[src/rtl/sha_pkg.sv]
`default_nettype none

package sha_pkg;

   typedef logic [31:0] word_type;

   // sequencer states
   typedef enum logic [2:0] {
      ST_IDLE,
      ST_PAD,
      ST_LOAD,
      ST_RUN,
      ST_FOLD,
      ST_OUT
   } state_type;

   // controls from the sequencer to the message buffer
   typedef struct packed {
      logic wr_byte;   // write one message byte at pos
      logic pad;       // apply padding for this block
      logic pad_zero;  // padding block holds no 0x80 marker (second pad block)
      logic put_len;   // place bit length in the last two words
      logic shift;     // advance the message schedule one round
   } msg_ctl_type;

   localparam logic [7:0] PAD_MARKER = 8'h80;
   localparam logic [5:0] LAST_POS = 6'd63;
   localparam logic [5:0] LEN_POS = 6'd55;
   localparam logic [1:0] LAST_IDX = 2'd3;

   localparam word_type INIT_HASH [8] = '{
      32'h6a09e667, 32'hbb67ae85, 32'h3c6ef372, 32'ha54ff53a,
      32'h510e527f, 32'h9b05688c, 32'h1f83d9ab, 32'h5be0cd19
   };

   localparam word_type ROUND_K [64] = '{
      32'h428a2f98, 32'h71374491, 32'hb5c0fbcf, 32'he9b5dba5,
      32'h3956c25b, 32'h59f111f1, 32'h923f82a4, 32'hab1c5ed5,
      32'hd807aa98, 32'h12835b01, 32'h243185be, 32'h550c7dc3,
      32'h72be5d74, 32'h80deb1fe, 32'h9bdc06a7, 32'hc19bf174,
      32'he49b69c1, 32'hefbe4786, 32'h0fc19dc6, 32'h240ca1cc,
      32'h2de92c6f, 32'h4a7484aa, 32'h5cb0a9dc, 32'h76f988da,
      32'h983e5152, 32'ha831c66d, 32'hb00327c8, 32'hbf597fc7,
      32'hc6e00bf3, 32'hd5a79147, 32'h06ca6351, 32'h14292967,
      32'h27b70a85, 32'h2e1b2138, 32'h4d2c6dfc, 32'h53380d13,
      32'h650a7354, 32'h766a0abb, 32'h81c2c92e, 32'h92722c85,
      32'ha2bfe8a1, 32'ha81a664b, 32'hc24b8b70, 32'hc76c51a3,
      32'hd192e819, 32'hd6990624, 32'hf40e3585, 32'h106aa070,
      32'h19a4c116, 32'h1e376c08, 32'h2748774c, 32'h34b0bcb5,
      32'h391c0cb3, 32'h4ed8aa4a, 32'h5b9cca4f, 32'h682e6ff3,
      32'h748f82ee, 32'h78a5636f, 32'h84c87814, 32'h8cc70208,
      32'h90befffa, 32'ha4506ceb, 32'hbef9a3f7, 32'hc67178f2
   };

   // rotate right by a constant amount
   function automatic word_type rotr(input word_type x, input int n);
      rotr = (x >> n) | (x << (32 - n));
   endfunction

endpackage

`default_nettype wire

[src/rtl/sha_msg.sv]
`default_nettype none

// Block buffer that doubles as the message schedule window.
module sha_msg (
   input  wire logic                clock,
   input  wire sha_pkg::msg_ctl_type ctl,
   input  wire logic [5:0]          pos,
   input  wire logic [7:0]          data_byte,
   input  wire logic [63:0]         bit_len,
   output sha_pkg::word_type        w_out
);

   sha_pkg::word_type w_ff [16];
   sha_pkg::word_type s0;
   sha_pkg::word_type s1;
   sha_pkg::word_type w_new;

   // next schedule word from the sliding window
   always_comb begin
      s0 = sha_pkg::rotr(w_ff[1], 7) ^ sha_pkg::rotr(w_ff[1], 18) ^ (w_ff[1] >> 3);
      s1 = sha_pkg::rotr(w_ff[14], 17) ^ sha_pkg::rotr(w_ff[14], 19) ^ (w_ff[14] >> 10);
      w_new = s1 + w_ff[9] + s0 + w_ff[0];
   end

   assign w_out = w_ff[0];

   always_ff @(posedge clock) begin
      if (ctl.wr_byte) begin
         w_ff[pos[5:2]][(5'd24 - {pos[1:0], 3'b000}) +: 8] <= data_byte;
      end
      if (ctl.pad) begin
         // marker at pos, zeros behind it; whole block zero for a second pad block
         for (int p = 0; p < 64; p++) begin
            if (ctl.pad_zero || (p[5:0] > pos)) begin
               w_ff[p[5:2]][(5'd24 - {p[1:0], 3'b000}) +: 8] <= 8'h00;
            end else if (p[5:0] == pos) begin
               w_ff[p[5:2]][(5'd24 - {p[1:0], 3'b000}) +: 8] <= sha_pkg::PAD_MARKER;
            end
         end
         if (ctl.put_len) begin
            w_ff[14] <= bit_len[63:32];
            w_ff[15] <= bit_len[31:0];
         end
      end
      if (ctl.shift) begin
         for (int i = 0; i < 15; i++) begin
            w_ff[i] <= w_ff[i + 1];
         end
         w_ff[15] <= w_new;
      end
   end

endmodule

`default_nettype wire

[src/rtl/sha_round.sv]
`default_nettype none

// Working variables a..h and the shared round unit, one round per cycle while step is high.
module sha_round (
   input  wire logic              clock,
   input  wire logic              load,
   input  wire logic              step,
   input  wire sha_pkg::word_type chain_in [8],
   input  wire sha_pkg::word_type k_in,
   input  wire sha_pkg::word_type w_in,
   output sha_pkg::word_type      work_out [8]
);

   sha_pkg::word_type work_ff [8];
   sha_pkg::word_type big0;
   sha_pkg::word_type big1;
   sha_pkg::word_type ch;
   sha_pkg::word_type maj;
   sha_pkg::word_type t1;
   sha_pkg::word_type t2;

   // round function
   always_comb begin
      big1 = sha_pkg::rotr(work_ff[4], 6) ^ sha_pkg::rotr(work_ff[4], 11) ^
             sha_pkg::rotr(work_ff[4], 25);
      ch = (work_ff[4] & work_ff[5]) ^ (~work_ff[4] & work_ff[6]);
      t1 = work_ff[7] + big1 + ch + k_in + w_in;
      big0 = sha_pkg::rotr(work_ff[0], 2) ^ sha_pkg::rotr(work_ff[0], 13) ^
             sha_pkg::rotr(work_ff[0], 22);
      maj = (work_ff[0] & work_ff[1]) ^ (work_ff[0] & work_ff[2]) ^
            (work_ff[1] & work_ff[2]);
      t2 = big0 + maj;
   end

   always_ff @(posedge clock) begin
      if (load) begin
         work_ff <= chain_in;
      end else if (step) begin
         work_ff[7] <= work_ff[6];
         work_ff[6] <= work_ff[5];
         work_ff[5] <= work_ff[4];
         work_ff[4] <= work_ff[3] + t1;
         work_ff[3] <= work_ff[2];
         work_ff[2] <= work_ff[1];
         work_ff[1] <= work_ff[0];
         work_ff[0] <= t1 + t2;
      end
   end

   assign work_out = work_ff;

endmodule

`default_nettype wire

[src/rtl/sha256_byte_stream_hasher.sv]
// Sequence: a byte that does not fill a block is just written; one that fills it
//   then starts load, 64 rounds of the shared round unit, and fold.
// Final word: that, then a pad, load, rounds and fold pass per padding block (two
//   when 56 or more bytes are buffered), then 4 digest words, one per cycle as the
//   consumer takes them. No byte is taken while a block is hashed.
// Reset: synchronous; chaining value to the initial hash, byte count to zero.
`default_nettype none

module sha256_byte_stream_hasher (
   input  wire logic        clock,
   input  wire logic        reset,
   input  wire logic        req_valid,
   output logic             req_ready,
   input  wire logic [7:0]  req_data_byte,
   input  wire logic        req_has_byte,
   input  wire logic        req_is_final,
   output logic             rsp_valid,
   input  wire logic        rsp_ready,
   output logic [63:0]      rsp_digest_word,
   output logic [1:0]       rsp_word_index,
   output logic             rsp_last_word
);

   sha_pkg::state_type   state_ff;
   sha_pkg::state_type   state_in;
   sha_pkg::word_type    chain_ff [8];
   sha_pkg::word_type    work [8];
   sha_pkg::word_type    w_cur;
   sha_pkg::msg_ctl_type msg_ctl;
   logic [60:0]          count_ff;
   logic [5:0]           round_ff;
   logic [1:0]           idx_ff;
   logic                 fin_ff;
   logic                 last_blk_ff;
   logic                 second_ff;
   logic                 req_fire;
   logic                 rsp_fire;
   logic                 blk_full;
   logic                 pad_last;
   logic                 load;
   logic                 step;

   assign req_fire = req_valid && req_ready;
   assign rsp_fire = rsp_valid && rsp_ready;
   assign blk_full = req_has_byte && (count_ff[5:0] == sha_pkg::LAST_POS);
   // this padding block carries the length
   assign pad_last = second_ff || (count_ff[5:0] <= sha_pkg::LEN_POS);

   // next state
   always_comb begin
      state_in = state_ff;
      unique case (state_ff)
         sha_pkg::ST_IDLE: begin
            if (req_fire) begin
               if (blk_full) begin
                  state_in = sha_pkg::ST_LOAD;
               end else if (req_is_final) begin
                  state_in = sha_pkg::ST_PAD;
               end
            end
         end
         sha_pkg::ST_PAD:  state_in = sha_pkg::ST_LOAD;
         sha_pkg::ST_LOAD: state_in = sha_pkg::ST_RUN;
         sha_pkg::ST_RUN: begin
            if (round_ff == sha_pkg::LAST_POS) begin
               state_in = sha_pkg::ST_FOLD;
            end
         end
         sha_pkg::ST_FOLD: begin
            priority if (!fin_ff) begin
               state_in = sha_pkg::ST_IDLE;
            end else if (last_blk_ff) begin
               state_in = sha_pkg::ST_OUT;
            end else begin
               state_in = sha_pkg::ST_PAD;
            end
         end
         sha_pkg::ST_OUT: begin
            if (rsp_fire && (idx_ff == sha_pkg::LAST_IDX)) begin
               state_in = sha_pkg::ST_IDLE;
            end
         end
         default: state_in = sha_pkg::ST_IDLE;
      endcase
   end

   // outputs and datapath controls
   always_comb begin
      req_ready = (state_ff == sha_pkg::ST_IDLE);
      rsp_valid = (state_ff == sha_pkg::ST_OUT);
      load = (state_ff == sha_pkg::ST_LOAD);
      step = (state_ff == sha_pkg::ST_RUN);
      msg_ctl.wr_byte = req_fire && req_has_byte;
      msg_ctl.pad = (state_ff == sha_pkg::ST_PAD);
      msg_ctl.pad_zero = second_ff;
      msg_ctl.put_len = pad_last;
      msg_ctl.shift = step;
   end

   sha_msg u_msg (
      .clock     (clock),
      .ctl       (msg_ctl),
      .pos       (count_ff[5:0]),
      .data_byte (req_data_byte),
      .bit_len   ({count_ff, 3'b000}),
      .w_out     (w_cur)
   );

   sha_round u_round (
      .clock    (clock),
      .load     (load),
      .step     (step),
      .chain_in (chain_ff),
      .k_in     (sha_pkg::ROUND_K[round_ff]),
      .w_in     (w_cur),
      .work_out (work)
   );

   // sequencer registers, count and chaining value
   always_ff @(posedge clock) begin
      if (reset) begin
         state_ff <= sha_pkg::ST_IDLE;
         chain_ff <= sha_pkg::INIT_HASH;
         count_ff <= '0;
         round_ff <= '0;
         idx_ff <= '0;
         fin_ff <= 1'b0;
         last_blk_ff <= 1'b0;
         second_ff <= 1'b0;
      end else begin
         state_ff <= state_in;
         if (req_fire) begin
            fin_ff <= req_is_final;
            last_blk_ff <= 1'b0;
            second_ff <= 1'b0;
            if (req_has_byte) begin
               count_ff <= count_ff + 61'd1;
            end
         end
         if (state_ff == sha_pkg::ST_PAD) begin
            last_blk_ff <= pad_last;
            second_ff <= !pad_last;
         end
         if (load) begin
            round_ff <= '0;
         end else if (step) begin
            round_ff <= round_ff + 6'd1;
         end
         if (state_ff == sha_pkg::ST_FOLD) begin
            for (int i = 0; i < 8; i++) begin
               chain_ff[i] <= chain_ff[i] + work[i];
            end
            idx_ff <= '0;
         end
         if (rsp_fire) begin
            idx_ff <= idx_ff + 2'd1;
            if (idx_ff == sha_pkg::LAST_IDX) begin
               chain_ff <= sha_pkg::INIT_HASH;
               count_ff <= '0;
               fin_ff <= 1'b0;
            end
         end
      end
   end

   // digest word select
   always_comb begin
      rsp_digest_word = {chain_ff[{idx_ff, 1'b0}], chain_ff[{idx_ff, 1'b1}]};
      rsp_word_index = idx_ff;
      rsp_last_word = (idx_ff == sha_pkg::LAST_IDX);
   end

endmodule

`default_nettype wire
[config.mk]
export PLATFORM = sky130hd
export DESIGN_NAME = sha256_byte_stream_hasher
export DESIGN_NICKNAME = d
export VERILOG_FILES = /design/src/rtl/sha_pkg.sv /design/src/rtl/sha_msg.sv /design/src/rtl/sha_round.sv /design/src/rtl/sha256_byte_stream_hasher.sv
export SDC_FILE = /design/constraint.sdc
export NUM_CORES = 2
export LEC_CHECK = 0
export BUFFER_PORTS_ARGS = -buffer_cell sky130_fd_sc_hd__buf_2
export CORE_MARGIN = 2
export CORE_UTILIZATION = 60
export DETAILED_ROUTE_END_ITERATION = 16
export PLACE_DENSITY_LB_ADDON = 0.3
export SETUP_SLACK_MARGIN = 0.05
export SLEW_MARGIN = 20
export SYNTH_ARGS = -nofsm -noshare
export SYNTH_HDL_FRONTEND = slang
export SYNTH_SLANG_ARGS = --single-unit
[constraint.sdc]
create_clock -name clock -period 21.3 [get_ports clock]
set_input_delay 2.13 -clock clock [delete_from_list [all_inputs] [get_ports clock]]
set_output_delay 2.13 -clock clock [all_outputs]
set_load 0.005 [all_outputs]
======== Word-level counts from Yosys, hierarchy flattened ========
Memory sizes are Yosys's and may differ from the RTL's.
Cells that the tools add are included.
storage, ports and cells
  logic and storage cells ................. 1065
  ROM bits ................................ 2048
  memories kept ........................... 2
  flip-flop bits (word level) ............. 587
  memory bits (writable) .................. 512
  input port bits ......................... 14
cells by class
  reductions and logical operators ........ 79
  bitwise operators ....................... 166
  multiplexer cells ....................... 627
  equal/unequal tests ..................... 75
  shift operators ......................... 2
  $add $sub $neg .......................... 23
  order comparisons ....................... 68
memory list
  name              depth  width  rd ports  clocked after Yosys merged registers in  wr ports  RTL line                          RTL
  (name not given)  64     32     1         0                                        0         sha256_byte_stream_hasher.sv:114  .k_in (sha_pkg::ROUND_K[round_ff]),
  u_msg.w_ff        16     32     16        0                                        16        sha_msg.sv:13                     sha_pkg::word_type w_ff [16];
operators by type and width
  kind                                                           number
  2-to-1 mux 256 bit                                             5
  2-to-1 mux 8 bit                                               136
  adder 32 bit                                                   18
  2-to-1 mux 1 bit                                               460
  2-to-1 mux 32 bit                                              9
  XOR 32 bit                                                     9
  2-to-1 mux 61 bit                                              4
  binary-select mux 32 bit (select 3 bit)                        2
  == test 6 bit (first input constant)                           32
  greater-than comparator 6 bit (first input constant)           32
  bitwise AND 32 bit                                             5
  bitwise OR 1 bit                                               136
  == test 5 x 6 -> 1 bit (first input constant)                  16
  greater-than comparator 5 x 6 -> 1 bit (first input constant)  16
  logical OR 1 bit                                               65
  adder 61 x 1 -> 61 bit (second input constant)                 1
  == test 4 x 6 -> 1 bit (first input constant)                  8
  greater-than comparator 4 x 6 -> 1 bit (first input constant)  8
  NOT 32 bit                                                     1
  bitwise OR 10 x 32 -> 32 bit                                   1
  bitwise OR 13 x 32 -> 32 bit                                   1
  bitwise OR 14 x 32 -> 32 bit                                   1
  bitwise OR 15 x 32 -> 32 bit                                   1
  bitwise OR 19 x 32 -> 32 bit                                   1
  other kinds (43)                                               72

======== Depth between registers and ports, before layout ========
  word-level depth ........................ 10
  mapped depth ............................ 37

======== Cells and area by module ========
A second synthesis with hierarchy kept.
unflattened totals
  cell total of the unflattened synthesis .. 7957
  area, all modules ....................... 76563.4 µm²
modules (own cells, without submodules)
  module                     cells an instance  times used  area an instance (µm²)
  sha256_byte_stream_hasher  3609               1           28071.9
  sha_msg                    2511               1           27948.1
  sha_round                  1837               1           20543.5

======== Worst setup path after synthesis ========
OpenSTA, ideal clock, no wires.
  path type ............................... register to register
  from .................................... reg state_ff[1]
  to ...................................... mem u_msg.w_ff[14][24] (netlist bit), enable pin
  data arrival time ....................... 7.704 ns
  period minus slack after synthesis ...... 8.088 ns
  setup slack ............................. 13.212 ns
  library setup time ...................... 0.384 ns
  stages on the path, launching flop included .. 11
  cells stage by stage .................... dfxtp_1 -> clkbuf_1 -> nand2b_1 -> inv_1 -> and2_1 -> clkbuf_1 -> clkbuf_1 -> clkbuf_1 -> clkbuf_1 -> nor2_1 -> o21ai_0
RTL lines
  element                 RTL line                          RTL
  from (decl)             sha256_byte_stream_hasher.sv:24   sha_pkg::state_type state_ff;
  from (signal assigned)  sha256_byte_stream_hasher.sv:122  state_ff <= sha_pkg::ST_IDLE;
  from (signal assigned)  sha256_byte_stream_hasher.sv:131  state_ff <= state_in;
  to (decl)               sha_msg.sv:13

======== Worst setup path after layout ========
  from .................................... reg round_ff[0]
  to ...................................... reg u_round.work_ff (netlist bit u_round.work_out[253]) (data pin)
between the ends
  cells in the longest elaborated chain, start to end .. 9
RTL lines
  element                                                RTL line                          RTL
  from (decl)                                            sha256_byte_stream_hasher.sv:31   logic [5:0] round_ff;
  from (signal assigned)                                 sha256_byte_stream_hasher.sv:147  round_ff <= round_ff + 6'd1;
  NOT 6 -> 7 bit (implied by the code)                   sha256_byte_stream_hasher.sv:114
  memory read (64 x 32 bit)                              -
  2-to-1 mux 32 bit (implied by the code) (2 in series)  sha256_byte_stream_hasher.sv:114
  adder 32 bit (2 in series)                             sha_round.sv:27                   t1 = work_ff[7] + big1 + ch + k_in + w_in;
  adder 32 bit                                           sha_round.sv:46                   work_ff[0] <= t1 + t2;
  2-to-1 mux 256 bit                                     sha_round.sv:38                   end else if (step) begin
  2-to-1 mux 256 bit                                     sha_round.sv:36                   if (load) begin
  to (signal assigned)                                   sha_round.sv:37                   work_ff <= chain_in;
  to (decl)                                              sha_round.sv:14                   sha_pkg::word_type work_ff [8];
Every way passes these cells. The select of a mux whose other input is x is not followed.
A chain may end at the register's enable or synchronous reset.

==> results_dict.tcl <==
set metrics [dict create \
    grt_max_degree 218 \
    syn_area_per_cell_um2 8.858 \
    wire_per_inst_um 27.63 \
    cts-buffers-inserted 130 \
    cts_setup_buffers 0 \
    synth_flop_cell "edfxtp_1" \
    drc 0 \
    tns_ns 0 \
    fillers 10154 \
    clock-sinks 1099 \
    dp_hpwl_um 207400 \
    pin_count 83 \
    min_period_over_period_pct 45.64 \
    multi_input_area_um2 43720 \
    cts_tree "done" \
    critical-path-slowest-cell "ha_1" \
    seq_area_um2 27980 \
    met1_usage_pct 52.07 \
    fmax_ghz 0.1029 \
    gp_congestion 1.074 \
    crit_path_end_kind "flop" \
    yosys-top-cells-count "nand2_1, nor2_1, a21oi_1, edfxtp_1, o21ai_0" \
    outcome "finished clean" \
    netlist_instances 8441 \
    reg2reg_slack_ns 11.58 \
    initialDrtViolationCount 8055 \
    nets 8932 \
    areaGrowthSynthToFinish_pct 8.390 \
    die-area_um2 127500 \
    dp_slack_ns 11.89 \
    design.core.area_um2 123600 \
    min_path_type "flop to flop" \
    clock_path_buffers 3 \
    skew_ns 0.04591 \
    finalWorstSetupSlack_ns 11.58 \
    synth_area_leader_cell "edfxtp_1" \
    num_rows 129 \
    max_stage_delay_ns 0.88 \
    synth_top_cell_area_share_pct 23.94 \
    routed_wl_um 278100 \
    rsz0062_at_grt "no" \
    viasPerCell 6.654 \
    grt_use_met2_pct 67.67 \
    final_util_pct 65.55 \
    ys_seq_area_share_pct 37.40 \
    post-synth-top-count-cell "nand2_1" \
    ys_warn_count 0 \
    cp_max_fo 16 \
    setup-violations-final 0 \
    grt_overflow 0 \
    die_y_um 357.0 \
    initial_core_util_pct 60.48 \
    cts.htree.levels 4 \
    grt.busiest_layer "met2" \
    worstSetupPathType "flop to flop" \
    met3_usage_pct 8.128 \
    drive_gt1_share_pct 6.444 \
    synthTopCellsByArea "edfxtp_1, dfxtp_1, nand2_1" \
    clk_pin_slew_worst_paths_ns 0.06 \
    insertion_delay_ns 0.81 \
    grt_pass1_vias 63890 \
    synth_area_um2 74770 \
    drv_slew 0 \
    ys_ff_latch 1099 \
    critPathBufInv 3 \
    port_buffers 82 \
    start_kind "flop" \
    fin_crit_ns 9.722 \
    gr-usage-all-layers_pct 42.96 \
    die_w_um 357.0 \
    synthArstFlopShare_pct 0 \
    critical_path_arrival_ns 10.24 \
    drtPass1Iterations 9 \
    maxSlewHeadroom_pct 7.578 \
    syn_nets 9056 \
    worstMarginPinSlew_ns 1.376 \
    antenna_found_initial 7 \
    hold_violations 0 \
    cts-root-buf "clkbuf_16" \
    crit_family "compound AO/OA/AOI/OAI gates" \
    ctsHoldBuffers 0 \
    ctsResizeCount 0 \
    required_ns 21.81 \
    yosysUniqueCellTypes 93 \
    grt_pass1_wl_um 407600 \
    maxCapViolCount 0 \
    synth_edf_count 596 \
    vias 66970 \
    ant_nets 0 \
]
cell families (layout without fill, tap and decap cells):
family	after synthesis	after routing	share of synthesized area, %
fa+ha+maj	603	603	12.04
mux	122	122	2.813
xor+xnor	616	616	7.215
buf+inv	846	831	4.252
compound gates	2395	2395	20.51
other cells	0	2	0
flops	1099	1099	37.40
simple gates	2760	2760	15.77
layout make-up:
class / count / share of cell area [%]
clock buffers: 182 / 4.574
repair buffers: 195 / 1.569
diodes: 2 / 0.006175
flip-flops and latches: 1099 / 34.53
clock inverters: 59 / 1.016
multi-input cells: 6496 / 53.94
inverters: 395 / 1.839
well taps: 1637 / 2.527
worst paths after layout:
kind	from	end	cells past startpoint
worst min register to register	u_msg.w_ff[11][1]$_SDFFE_PP0P_	u_msg.w_ff[10][1]$_SDFFE_PP0P_	2
worst max-delay path	round_ff[0]$_SDFFE_PP0P_	u_round.work_out[253]$_DFFE_PP_	33
worst max register to register	round_ff[0]$_SDFFE_PP0P_	u_round.work_out[253]$_DFFE_PP_	33
worst min-delay path	u_msg.w_ff[11][1]$_SDFFE_PP0P_	u_msg.w_ff[10][1]$_SDFFE_PP0P_	2
per-stage QoR:
step                hold slack [ns]  std cells  area, um2
floorplan                    0.4317       8441      74770
global placement             0.4484       9818      76470
detailed placement           0.4508       9820      76490
CTS                          0.4648      10061      81020
global route                 0.4952      10063      81040
finish                       0.4713      10065      81050
worst register-to-register path: cells and delay by family, from the launching register on:
family                     cells  cell delay, ns
and+or+nand+nor                3            0.86
xor gates and xnor gates       2            0.57
DFF                            1            0.33
buffers and inverters          3            0.46
AOI/OAI and AO/OA             20            4.63
adders and majority gates      5            2.56
per-layer routing:
layer	wire length, um	part of all wire [%]
met3	27320	9.8
met5	7	0.0025
met4	26190	9.4
met1	99430	36
met2	125100	45
placed cells by master, fill, tap and decap left out, drive strengths merged, types with 121 or more instances in the layout:
cell type / synthesis / layout
nand2: 1397 / 1397
nor2: 720 / 720
a21oi: 668 / 668
edfxtp: 596 / 596
o21ai: 588 / 588
dfxtp: 503 / 503
ha: 406 / 406
inv: 392 / 397
xnor2: 379 / 379
xor2: 237 / 237
a21o: 226 / 226
fa: 195 / 195
buf: 49 / 195
clkbuf: 402 / 182
nand3: 140 / 140
nor3: 121 / 121
state kept, by name, indices dropped and copies added (netlist names):
name              flops
u_round.work_out    256
chain_ff            256
last_blk_ff           1
round_ff              6
count_ff             61
second_ff             1
state_ff              3
u_msg.w_ff          512
fin_ff                1
rsp_word_index        2
Power is left out: the tool's default activity adds up to more than one toggle a clock period on the data nets, which glitch-free logic cannot reach.
